<file path="src/hw/rtl/ffra_pkg.sv">
// Shared types and constants for the first-fit range allocator.
// No dependencies.
package ffra_pkg;
  localparam int MaxRanges = 16;
  localparam int AddrBits  = 32;
  localparam int IdxBits   = $clog2(MaxRanges);
  localparam int CntBits   = $clog2(MaxRanges + 1);
  localparam logic [31:0] SpaceReset = 32'd65536;

  typedef logic [AddrBits-1:0] addr_t;
  typedef logic [IdxBits-1:0]  idx_t;
  typedef logic [CntBits-1:0]  cnt_t;

  typedef enum logic [1:0] {
    FUNC_ALLOC = 2'd0,
    FUNC_FREE  = 2'd1,
    FUNC_CLEAR = 2'd2,
    FUNC_NONE  = 2'd3
  } func_t;

  typedef enum logic [1:0] {
    ST_OK      = 2'd0,
    ST_NO_FIT  = 2'd1,
    ST_ZERO    = 2'd2,
    ST_FULL    = 2'd3
  } status_t;

  typedef enum logic [2:0] {
    S_IDLE,
    S_SCAN,
    S_DECIDE,
    S_SHIFT,
    S_DONE
  } state_t;

  // Datapath actions chosen by the controller.
  typedef enum logic [2:0] {
    ACT_NONE,
    ACT_ALLOC_SHRINK,
    ACT_REMOVE,
    ACT_JOIN_PREV,
    ACT_JOIN_NEXT,
    ACT_JOIN_BOTH,
    ACT_INSERT
  } act_t;

  typedef struct packed {
    logic load;
    logic clear;
    logic scan_step;
    logic apply;
    act_t act;
    logic shift_step;
    logic shift_dir_up;
    logic res_load;
    logic res_ok;
    status_t res_status;
  } ctrl_t;

  typedef struct packed {
    func_t func;
    logic  size_zero;
    logic  scan_end;
    logic  hit;
    logic  exact;
    logic  joinp;
    logic  joinn;
    logic  full;
    logic  shift_up;
    logic  shift_end;
  } stat_t;
endpackage

</file>
<file path="src/hw/rtl/ffra_if.sv">
// Valid/ready channel interfaces for the allocator.
// Depends on ffra_pkg.
interface ffra_req_if import ffra_pkg::*; ();
  logic        valid;
  logic        ready;
  logic [1:0]  func;
  logic [31:0] req_size;
  logic [31:0] req_offset;
  modport source (output valid, func, req_size, req_offset, input ready);
  modport sink   (input valid, func, req_size, req_offset, output ready);
endinterface

interface ffra_rsp_if import ffra_pkg::*; ();
  logic        valid;
  logic        ready;
  logic        ok;
  logic [1:0]  status;
  logic [31:0] grant_offset;
  logic [31:0] free_total;
  modport source (output valid, ok, status, grant_offset, free_total, input ready);
  modport sink   (input valid, ok, status, grant_offset, free_total, output ready);
endinterface

interface ffra_cfg_if ();
  logic        valid;
  logic        ready;
  logic [31:0] data;
  modport source (output valid, data, input ready);
  modport sink   (input valid, data, output ready);
endinterface

</file>
<file path="src/hw/rtl/ffra_ctrl.sv">
// Controller state machine for the allocator.
// Depends on ffra_pkg.
module ffra_ctrl import ffra_pkg::*; (
  input  logic  clk,
  input  logic  rst_n,
  input  logic  in_valid,
  output logic  in_ready,
  output logic  out_valid,
  input  logic  out_ready,
  input  stat_t st,
  output ctrl_t ctl
);
  state_t state_r, state_nxt;

  // Hold the state.
  always_ff @(posedge clk) begin
    if (!rst_n) state_r <= S_IDLE;
    else        state_r <= state_nxt;
  end

  // Sequence each operation: scan, decide, shift, deliver; steps run only as needed.
  always_comb begin
    state_nxt = state_r;
    ctl = '0;
    ctl.act = ACT_NONE;
    ctl.res_status = ST_OK;
    in_ready = 1'b0;
    out_valid = 1'b0;
    unique case (state_r)
      S_IDLE: begin
        in_ready = 1'b1;
        if (in_valid) begin
          ctl.load = 1'b1;
          state_nxt = S_SCAN;
        end
      end
      S_SCAN: begin
        if (st.func == FUNC_CLEAR) begin
          ctl.clear = 1'b1;
          ctl.res_load = 1'b1;
          ctl.res_ok = 1'b1;
          state_nxt = S_DONE;
        end else if (st.func == FUNC_NONE) begin
          ctl.res_load = 1'b1;
          state_nxt = S_DONE;
        end else if (st.func == FUNC_FREE && st.size_zero) begin
          ctl.res_load = 1'b1;
          ctl.res_status = ST_ZERO;
          state_nxt = S_DONE;
        end else if (st.scan_end || st.hit) begin
          state_nxt = S_DECIDE;
        end else begin
          ctl.scan_step = 1'b1;
        end
      end
      S_DECIDE: begin
        ctl.res_load = 1'b1;
        ctl.apply = 1'b1;
        ctl.res_ok = 1'b1;
        state_nxt = S_DONE;
        if (st.func == FUNC_ALLOC) begin
          if (!st.hit) begin
            ctl.apply = 1'b0;
            ctl.res_ok = 1'b0;
            ctl.res_status = ST_NO_FIT;
          end else if (st.exact) begin
            ctl.act = ACT_REMOVE;
            ctl.shift_dir_up = 1'b0;
            state_nxt = S_SHIFT;
          end else begin
            ctl.act = ACT_ALLOC_SHRINK;
          end
        end else begin
          if (st.joinp && st.joinn) begin
            ctl.act = ACT_JOIN_BOTH;
            state_nxt = S_SHIFT;
          end else if (st.joinp) begin
            ctl.act = ACT_JOIN_PREV;
          end else if (st.joinn) begin
            ctl.act = ACT_JOIN_NEXT;
          end else if (st.full) begin
            ctl.apply = 1'b0;
            ctl.res_ok = 1'b0;
            ctl.res_status = ST_FULL;
          end else begin
            ctl.act = ACT_INSERT;
            ctl.shift_dir_up = 1'b1;
            state_nxt = S_SHIFT;
          end
        end
      end
      S_SHIFT: begin
        ctl.shift_dir_up = st.shift_up;
        if (st.shift_end) state_nxt = S_DONE;
        else              ctl.shift_step = 1'b1;
      end
      S_DONE: begin
        out_valid = 1'b1;
        if (out_ready) state_nxt = S_IDLE;
      end
      default: state_nxt = S_IDLE;
    endcase
  end
endmodule

</file>
<file path="src/hw/rtl/ffra_dp.sv">
// Datapath of the allocator: range table, scan pointer, shifter, result.
// Depends on ffra_pkg.
module ffra_dp import ffra_pkg::*; (
  input  logic        clk,
  input  logic        rst_n,
  input  logic        cfg_we,
  input  logic [31:0] cfg_data,
  input  logic [1:0]  in_func,
  input  logic [31:0] in_req_size,
  input  logic [31:0] in_req_offset,
  input  ctrl_t       ctl,
  output stat_t       st,
  output logic        res_ok,
  output logic [1:0]  res_status,
  output logic [31:0] res_grant,
  output logic [31:0] res_total
);
  addr_t start_r [MaxRanges];
  addr_t len_r   [MaxRanges];
  cnt_t  count_r;
  addr_t sum_r;
  logic [31:0] space_r;
  func_t func_r;
  addr_t size_r, off_r;
  cnt_t  ptr_r;   // scan position p
  cnt_t  sh_r;    // shift position
  logic  hit_r;
  logic  joinp_r, joinn_r;
  logic  sh_valid_r;
  logic  ok_r;
  status_t status_r;
  addr_t grant_r;

  idx_t  pi, pmi, shi;
  logic  at_end;
  addr_t cur_s, cur_l, prv_s, prv_l;
  logic  fits;

  assign pi  = ptr_r[IdxBits-1:0];
  assign pmi = IdxBits'(ptr_r - 1'b1);
  assign shi = sh_r[IdxBits-1:0];
  assign at_end = (ptr_r >= count_r) || (ptr_r == cnt_t'(MaxRanges));
  assign cur_s = start_r[pi];
  assign cur_l = len_r[pi];
  assign prv_s = start_r[pmi];
  assign prv_l = len_r[pmi];
  assign fits = (func_r == FUNC_ALLOC) ? (cur_l >= size_r) : !(cur_s < off_r);

  // Status to the controller.
  always_comb begin
    st.func      = func_r;
    st.size_zero = (size_r == '0);
    st.scan_end  = at_end;
    st.hit       = !at_end && fits;
    st.exact     = (cur_l == size_r);
    st.joinp     = (ptr_r != '0) && ((prv_s + prv_l) == off_r);
    st.joinn     = !at_end && ((off_r + size_r) == cur_s);
    st.full      = (count_r >= cnt_t'(MaxRanges));
    st.shift_up  = (func_r == FUNC_FREE) && !(joinp_r && joinn_r);
    if (st.shift_up)
      st.shift_end = (sh_r <= ptr_r);
    else
      st.shift_end = (sh_r + 1'b1 >= count_r);
  end

  // Hold config register.
  always_ff @(posedge clk) begin
    if (!rst_n)      space_r <= SpaceReset;
    else if (cfg_we) space_r <= cfg_data;
  end

  // Request capture, scan pointer, shift and table updates.
  always_ff @(posedge clk) begin
    if (!rst_n) begin
      count_r <= cnt_t'(1);
      sum_r <= addr_t'(SpaceReset);
      start_r[0] <= '0;
      len_r[0] <= addr_t'(SpaceReset);
    end else begin
      if (ctl.load) begin
        func_r <= func_t'(in_func);
        size_r <= addr_t'(in_req_size);
        off_r  <= addr_t'(in_req_offset);
        ptr_r  <= '0;
      end
      if (ctl.scan_step) ptr_r <= ptr_r + 1'b1;
      if (ctl.clear) begin
        start_r[0] <= '0;
        len_r[0] <= addr_t'(space_r);
        count_r <= (space_r != '0) ? cnt_t'(1) : '0;
        sum_r <= addr_t'(space_r);
      end
      if (ctl.apply) begin
        joinp_r <= st.joinp;
        joinn_r <= st.joinn;
        unique case (ctl.act)
          ACT_ALLOC_SHRINK: begin
            start_r[pi] <= cur_s + size_r;
            len_r[pi] <= cur_l - size_r;
            sum_r <= sum_r - size_r;
          end
          ACT_REMOVE: begin
            sh_r <= ptr_r;
            sum_r <= sum_r - size_r;
          end
          ACT_JOIN_PREV: begin
            len_r[pmi] <= prv_l + size_r;
            sum_r <= sum_r + size_r;
          end
          ACT_JOIN_NEXT: begin
            start_r[pi] <= off_r;
            len_r[pi] <= cur_l + size_r;
            sum_r <= sum_r + size_r;
          end
          ACT_JOIN_BOTH: begin
            len_r[pmi] <= prv_l + size_r + cur_l;
            sh_r <= ptr_r;
            sum_r <= sum_r + size_r;
          end
          ACT_INSERT: begin
            sh_r <= count_r;
            sum_r <= sum_r + size_r;
          end
          default: ;
        endcase
      end
      // Shift one entry a cycle; finish with count update and the insert.
      if (ctl.shift_step) begin
        if (ctl.shift_dir_up) begin
          start_r[shi] <= start_r[IdxBits'(sh_r - 1'b1)];
          len_r[shi] <= len_r[IdxBits'(sh_r - 1'b1)];
          sh_r <= sh_r - 1'b1;
        end else begin
          start_r[shi] <= start_r[IdxBits'(sh_r + 1'b1)];
          len_r[shi] <= len_r[IdxBits'(sh_r + 1'b1)];
          sh_r <= sh_r + 1'b1;
        end
      end
      if (!ctl.shift_step && !ctl.apply && !ctl.load && !ctl.clear
          && st.shift_end && sh_valid_r) begin
        if (st.shift_up) begin
          start_r[pi] <= off_r;
          len_r[pi] <= size_r;
          count_r <= count_r + 1'b1;
        end else begin
          count_r <= count_r - 1'b1;
        end
      end
    end
  end

  // Track that a shift is under way.
  always_ff @(posedge clk) begin
    if (!rst_n) sh_valid_r <= 1'b0;
    else if (ctl.apply)
      sh_valid_r <= (ctl.act == ACT_REMOVE) || (ctl.act == ACT_JOIN_BOTH)
                    || (ctl.act == ACT_INSERT);
    else if (!ctl.shift_step && st.shift_end) sh_valid_r <= 1'b0;
  end

  // Capture the result fields.
  always_ff @(posedge clk) begin
    if (ctl.res_load) begin
      ok_r <= ctl.res_ok;
      status_r <= ctl.res_status;
      grant_r <= (func_r == FUNC_ALLOC && ctl.res_ok) ? cur_s : '0;
    end
  end

  assign res_ok = ok_r;
  assign res_status = status_r;
  assign res_grant = grant_r[31:0];
  assign res_total = sum_r[31:0];
endmodule

</file>
<file path="src/hw/rtl/first_fit_range_allocator.sv">
// First-fit range allocator: one operation at a time. After the input
// transfer an operation scans the table entry by entry until a hit or the
// end, then decides and, for a removal or insertion, shifts the moved
// entries and closes with the count update. A clear, a no-op or a
// zero-size free goes straight from the scan to the result.
// The result is held in the output register until taken.
// Depends on ffra_pkg, ffra_if, ffra_ctrl, ffra_dp.
module first_fit_range_allocator import ffra_pkg::*; (
  input logic clk,
  input logic rst_n,
  ffra_req_if.sink   in_ch,
  ffra_rsp_if.source out_ch,
  ffra_cfg_if.sink   cfg_ch
);
  ctrl_t ctl;
  stat_t st;

  assign cfg_ch.ready = 1'b1;

  ffra_ctrl u_ctrl (
    .clk, .rst_n,
    .in_valid(in_ch.valid), .in_ready(in_ch.ready),
    .out_valid(out_ch.valid), .out_ready(out_ch.ready),
    .st, .ctl
  );

  ffra_dp u_dp (
    .clk, .rst_n,
    .cfg_we(cfg_ch.valid), .cfg_data(cfg_ch.data),
    .in_func(in_ch.func), .in_req_size(in_ch.req_size),
    .in_req_offset(in_ch.req_offset),
    .ctl, .st,
    .res_ok(out_ch.ok), .res_status(out_ch.status),
    .res_grant(out_ch.grant_offset), .res_total(out_ch.free_total)
  );
endmodule

</file>
<file path="src/flat_wrapper.sv">
// flat-port wrapper written by rule: the top's interface ports become plain ports
module first_fit_range_allocator_flat import ffra_pkg::*;
  (clk, rst_n, in_ch_valid, in_ch_func, in_ch_req_size, in_ch_req_offset, in_ch_ready, out_ch_valid, out_ch_ok, out_ch_status, out_ch_grant_offset, out_ch_free_total, out_ch_ready, cfg_ch_valid, cfg_ch_data, cfg_ch_ready);
  ffra_req_if in_ch_i ();
  ffra_rsp_if out_ch_i ();
  ffra_cfg_if cfg_ch_i ();
  input logic clk;
  input logic rst_n;
  input wire logic [$bits(in_ch_i.valid)-1:0] in_ch_valid;
  input wire logic [$bits(in_ch_i.func)-1:0] in_ch_func;
  input wire logic [$bits(in_ch_i.req_size)-1:0] in_ch_req_size;
  input wire logic [$bits(in_ch_i.req_offset)-1:0] in_ch_req_offset;
  output wire logic [$bits(in_ch_i.ready)-1:0] in_ch_ready;
  output wire logic [$bits(out_ch_i.valid)-1:0] out_ch_valid;
  output wire logic [$bits(out_ch_i.ok)-1:0] out_ch_ok;
  output wire logic [$bits(out_ch_i.status)-1:0] out_ch_status;
  output wire logic [$bits(out_ch_i.grant_offset)-1:0] out_ch_grant_offset;
  output wire logic [$bits(out_ch_i.free_total)-1:0] out_ch_free_total;
  input wire logic [$bits(out_ch_i.ready)-1:0] out_ch_ready;
  input wire logic [$bits(cfg_ch_i.valid)-1:0] cfg_ch_valid;
  input wire logic [$bits(cfg_ch_i.data)-1:0] cfg_ch_data;
  output wire logic [$bits(cfg_ch_i.ready)-1:0] cfg_ch_ready;
  assign in_ch_i.valid = in_ch_valid;
  assign in_ch_i.func = in_ch_func;
  assign in_ch_i.req_size = in_ch_req_size;
  assign in_ch_i.req_offset = in_ch_req_offset;
  assign in_ch_ready = in_ch_i.ready;
  assign out_ch_valid = out_ch_i.valid;
  assign out_ch_ok = out_ch_i.ok;
  assign out_ch_status = out_ch_i.status;
  assign out_ch_grant_offset = out_ch_i.grant_offset;
  assign out_ch_free_total = out_ch_i.free_total;
  assign out_ch_i.ready = out_ch_ready;
  assign cfg_ch_i.valid = cfg_ch_valid;
  assign cfg_ch_i.data = cfg_ch_data;
  assign cfg_ch_ready = cfg_ch_i.ready;
  first_fit_range_allocator u_core (.clk(clk), .rst_n(rst_n), .in_ch(in_ch_i), .out_ch(out_ch_i), .cfg_ch(cfg_ch_i));
endmodule
</file>
<file path="config.mk">
export PLATFORM = sky130hd
export DESIGN_NAME = first_fit_range_allocator_flat
export DESIGN_NICKNAME = d
export VERILOG_FILES = /design/src/hw/rtl/ffra_pkg.sv /design/src/hw/rtl/ffra_if.sv /design/src/hw/rtl/ffra_ctrl.sv /design/src/hw/rtl/ffra_dp.sv /design/src/hw/rtl/first_fit_range_allocator.sv /design/src/flat_wrapper.sv
export SDC_FILE = /design/constraint.sdc
export NUM_CORES = 2
export LEC_CHECK = 0
export BUFFER_PORTS_ARGS = -buffer_cell sky130_fd_sc_hd__buf_2
export CORE_MARGIN = 1.5
export CORE_UTILIZATION = 40
export DETAILED_ROUTE_END_ITERATION = 7
export HOLD_SLACK_MARGIN = 0.02
export SLEW_MARGIN = 20
export SYNTH_ARGS = -nofsm -noshare
export SYNTH_HDL_FRONTEND = slang
export SYNTH_SLANG_ARGS = --single-unit
</file>
<file path="constraint.sdc">
create_clock -name clk -period 24.3 [get_ports clk]
set_input_delay 1.215 -clock clk [delete_from_list [all_inputs] [get_ports clk]]
set_output_delay 1.215 -clock clk [all_outputs]
set_load 0.005 [all_outputs]
</file>
==> impl_metrics.ini <==
[status]
outcome = finished clean

[route]
final_antenna_net_count = 0
post-route-drc-count = 0
via_per_inst = 7.028
drt-pass1-iter-count = 6
average_wire_length_per_cell_after_detail_routing_um = 35.52
drt-total-wl_mm = 321.6
drt_first_iter_violations = 9268
vias = 63642

[clock_tree]
cts.hold.buffers_added = 0
htree_num_levels = 4
clk_pin_slew_ns = 0.07
clk-insertion-delay-late_ns = 0.82
cts.repair.resized = 0
cts_tree = built
cts_setup_buffers = 0
max-clock-path-buffers = 3
cts.sink_count = 1214
cts-buffers-inserted = 134
clk_root_buffer_cell = sky130_fd_sc_hd__clkbuf_16

[placement]
io_buffers = 171
place_hpwl_mm = 210.9
gp_congestion = 0.9745
dpl.cell_count = 8804
placed_area_um2 = 91890
detailedPlace.worstSlack_ns = 11.00

[final_layout]
fin_util_pct = 44.35
register_area_um2 = 35700
num-fill-cells = 18999
layout-drive-gt1-share_pct = 31.42
syn_to_final_growth_pct = 10.27
finish.cell_count_without_fillers = 9055
nets = 6505
multiInputGateArea_um2 = 49620
post-route-cell-area_um2 = 96320

[synth]
adder_and_majority_cell_fraction_of_the_synthesized_area_pct = 4.560
cell_with_the_most_instances_after_synthesis = sky130_fd_sc_hd__mux4_2
ys_seq_elements = 1214
yosys.area.top_type = sky130_fd_sc_hd__edfxtp_1
synthesis.instances = 6007
synth.lib_cells_used.distinct = 104
main_combinational_cell_family_by_area_after_synthesis = multiplexers
synth_sequential_area_ratio_pct = 40.85
synthesis.nets = 6423
synth_top_area_share_pct = 39.09
ys.flop_type = sky130_fd_sc_hd__edfxtp_1
yosys-top-cells-area = sky130_fd_sc_hd__edfxtp_1 39%, sky130_fd_sc_hd__mux4_2 32%, sky130_fd_sc_hd__ha_1 4.4%
synth_simple_gate_area_share_pct = 6.314
synth.area.mux_share_pct = 34.69
synth-compound-area-share_pct = 7.853
postSynthAreaPerCell_um2 = 14.54
synth_edf_count = 1137
synth_async_sr_flop_share_pct = 0
synth_commonest_cells = 1251 x sky130_fd_sc_hd__mux4_2, 1137 x sky130_fd_sc_hd__edfxtp_1, 338 x sky130_fd_sc_hd__nor2_1
yosysWarningCount = 0
synth_xor_area_share_pct = 2.853
syn-cell-area_um2 = 87360

[timing]
unrepaired_setup_endpoints_after_global_routing = no
timing.final.setup_violations = 0
fmax_ghz = 0.07447
fin_tns_setup_ns = 0
final_min_period_over_clock_period_pct = 55.26
finalHoldWorstSlack_ns = 0.5258
report.final.slew_viol_count = 0
clock_skew_ns = 0.03189
finalWorstPathRequiredPeriod_ns = 13.43
worstMarginPinSlew_ns = 1.252
layout_setup_ws_ns = 10.87
timing_hold_violations_final = 0
slew_headroom_pct = 16.50

[pwr]
power.static_leakage_nw = 34.24
ir_worst_vdd_v = 0.00008847
total_power_mw = 5.512
cellPowerDensity_nw_per_um2 = 57.22

[critical_path]
timing.critical_path.to_type = flop
timing.critical_path.fanout_max = 31
path_class = flop to flop
worstSetupStartpoint = u_core.u_dp.ptr_r[0]
worst_ep_arrival_time_ns = 14.15
critical_path.max_stage_delay_ns = 0.95
critical_path.reg2reg.startpoint = u_core.u_dp.ptr_r[0]
regToRegSetupSlack_ns = 10.87
critPathTopFamily = compound AO/OA/AOI/OAI gates
slowest_stage = sky130_fd_sc_hd__edfxtp_1
cp.buffers_inverters = 5
startpoint_type = flop
critical_path.reg2reg.endpoint = u_core.u_dp.res_total[30]
worstRegToRegCells = 40
worst_ep_required_time_ns = 25.03

[global_route]
grt_start_max_net_pins = 127
vias_in_the_first_global_route = 61371
grt_pass1_wl_mm = 457.1
antenna_violations_before_repair = 17
globalRouteTotalUtil_pct = 28.57
globalRoute.totalOverflow = 0

[floorplanning]
initial_core_util_pct = 40.23
dieHeight_um = 470.3
boundary_pins = 173
die-width_um = 470.3
std_cell_rows = 171
design.die.area_um2 = 221200
design.core.area_um2 = 217200

[hold_path]
worstHoldStart = u_core.u_dp.sh_valid_r
tightest_hold_check_type = flop to flop
hold-path-endpoint = u_core.u_dp.sh_valid_r
min_path_cells = 2

[job]
maxCapViolations = 0
## tightest hold or removal path, delay by kind of cell (launching register included)
family	cells	cell delay [ns]
simple gates	1	0.08
compound gates	1	0.07
flops	1	0.34
## power breakdown
group          internal [mW]  leakage [nW]  switching [mW]
combinational          0.467          20.0           0.704
clock                   1.12          2.07           0.895
sequential              2.28          12.2          0.0395
## cells in the final DEF, fill, tap and decap left out, types with 19 or more instances in the layout
cell	instances
sky130_fd_sc_hd__nand3_1	83
sky130_fd_sc_hd__nor2_4	28
sky130_fd_sc_hd__nand2_1	230
sky130_fd_sc_hd__or3_1	33
sky130_fd_sc_hd__a21oi_1	257
sky130_fd_sc_hd__nor4_1	26
sky130_fd_sc_hd__edfxtp_1	1137
sky130_fd_sc_hd__o21bai_1	33
sky130_fd_sc_hd__nor3_1	96
sky130_fd_sc_hd__or4_1	19
sky130_fd_sc_hd__buf_4	180
sky130_fd_sc_hd__inv_1	174
sky130_fd_sc_hd__o31ai_1	22
sky130_fd_sc_hd__mux4_2	1251
sky130_fd_sc_hd__o22ai_1	40
sky130_fd_sc_hd__nand2b_1	47
sky130_fd_sc_hd__dfxtp_1	73
sky130_fd_sc_hd__a22oi_1	25
sky130_fd_sc_hd__o211ai_1	47
sky130_fd_sc_hd__a211oi_1	66
sky130_fd_sc_hd__nand4_1	43
sky130_fd_sc_hd__xor2_1	69
sky130_fd_sc_hd__mux2i_1	179
sky130_fd_sc_hd__xnor2_1	200
sky130_fd_sc_hd__clkinv_1	33
sky130_fd_sc_hd__a21o_1	81
sky130_fd_sc_hd__ha_1	302
sky130_fd_sc_hd__buf_2	171
sky130_fd_sc_hd__a31oi_1	22
sky130_fd_sc_hd__o21a_1	47
sky130_fd_sc_hd__o21ai_0	191
sky130_fd_sc_hd__and3_1	40
sky130_fd_sc_hd__nor2b_1	59
sky130_fd_sc_hd__a221oi_1	19
sky130_fd_sc_hd__nor2_1	309
sky130_fd_sc_hd__clkbuf_16	136
sky130_fd_sc_hd__clkinv_2	20
## kinds of logic (layout without fill, tap and decap cells)
kind of cell,after synthesis,count (layout)
multiplexers,1453,1453
flip-flops,1214,1214
AND/OR/NAND/NOR,1115,1115
AO/OA/AOI/OAI,1037,1037
buffers and inverters,596,782
adder cells (fa/ha/maj),313,313
XOR/XNOR,278,278
other,1,9
## per-layer routing
| metal | GRT usage [%] | part of all wire [%] |
|---|---|---|
| met1 | 38.70 | 38 |
| met2 | 41.05 | 43 |
| met3 | 9.512 | 13 |
| met4 | 14.11 | 5.4 |
| met5 | 0.4543 | 0.065 |
## worst max-delay path by stage
stage	end	slack, ns	depth (start not counted)
finish	u_core.u_dp.res_total[30]	10.87	40
CTS	u_core.u_dp.res_total[30]	10.97	38
floorplan	u_core.u_dp.res_total[30]	13.36	44
global route	u_core.u_dp.res_total[29]	10.13	39
detailed placement	u_core.u_dp.res_total[30]	11.00	38
global placement	u_core.u_dp.res_total[30]	10.99	38
## cell type report
class / count / share of cell area, %
flip-flops and latches: 1214 / 37.06
inverters: 180 / 0.7222
diodes: 8 / 0.02078
clock buffers: 152 / 3.606
repair buffers: 362 / 2.536
well taps: 2854 / 3.707
multi-input cells: 4197 / 51.51
clock inverters: 88 / 0.8352
## flip-flops by register name, summed over array words and instances, names as in the netlist, named ones only
signal	flops
u_core.u_ctrl.state_r	3
u_core.u_dp.count_r	5
u_core.u_dp.func_r	2
u_core.u_dp.joinn_r	1
u_core.u_dp.joinp_r	1
u_core.u_dp.len_r	512
u_core.u_dp.off_r	32
u_core.u_dp.ptr_r	5
u_core.u_dp.res_grant	32
u_core.u_dp.res_ok	1
u_core.u_dp.res_status	2
u_core.u_dp.res_total	32
u_core.u_dp.sh_r	5
u_core.u_dp.sh_valid_r	1
u_core.u_dp.size_r	32
u_core.u_dp.space_r	32
u_core.u_dp.start_r	512
Note: power is estimated with default switching activity, not from simulation.
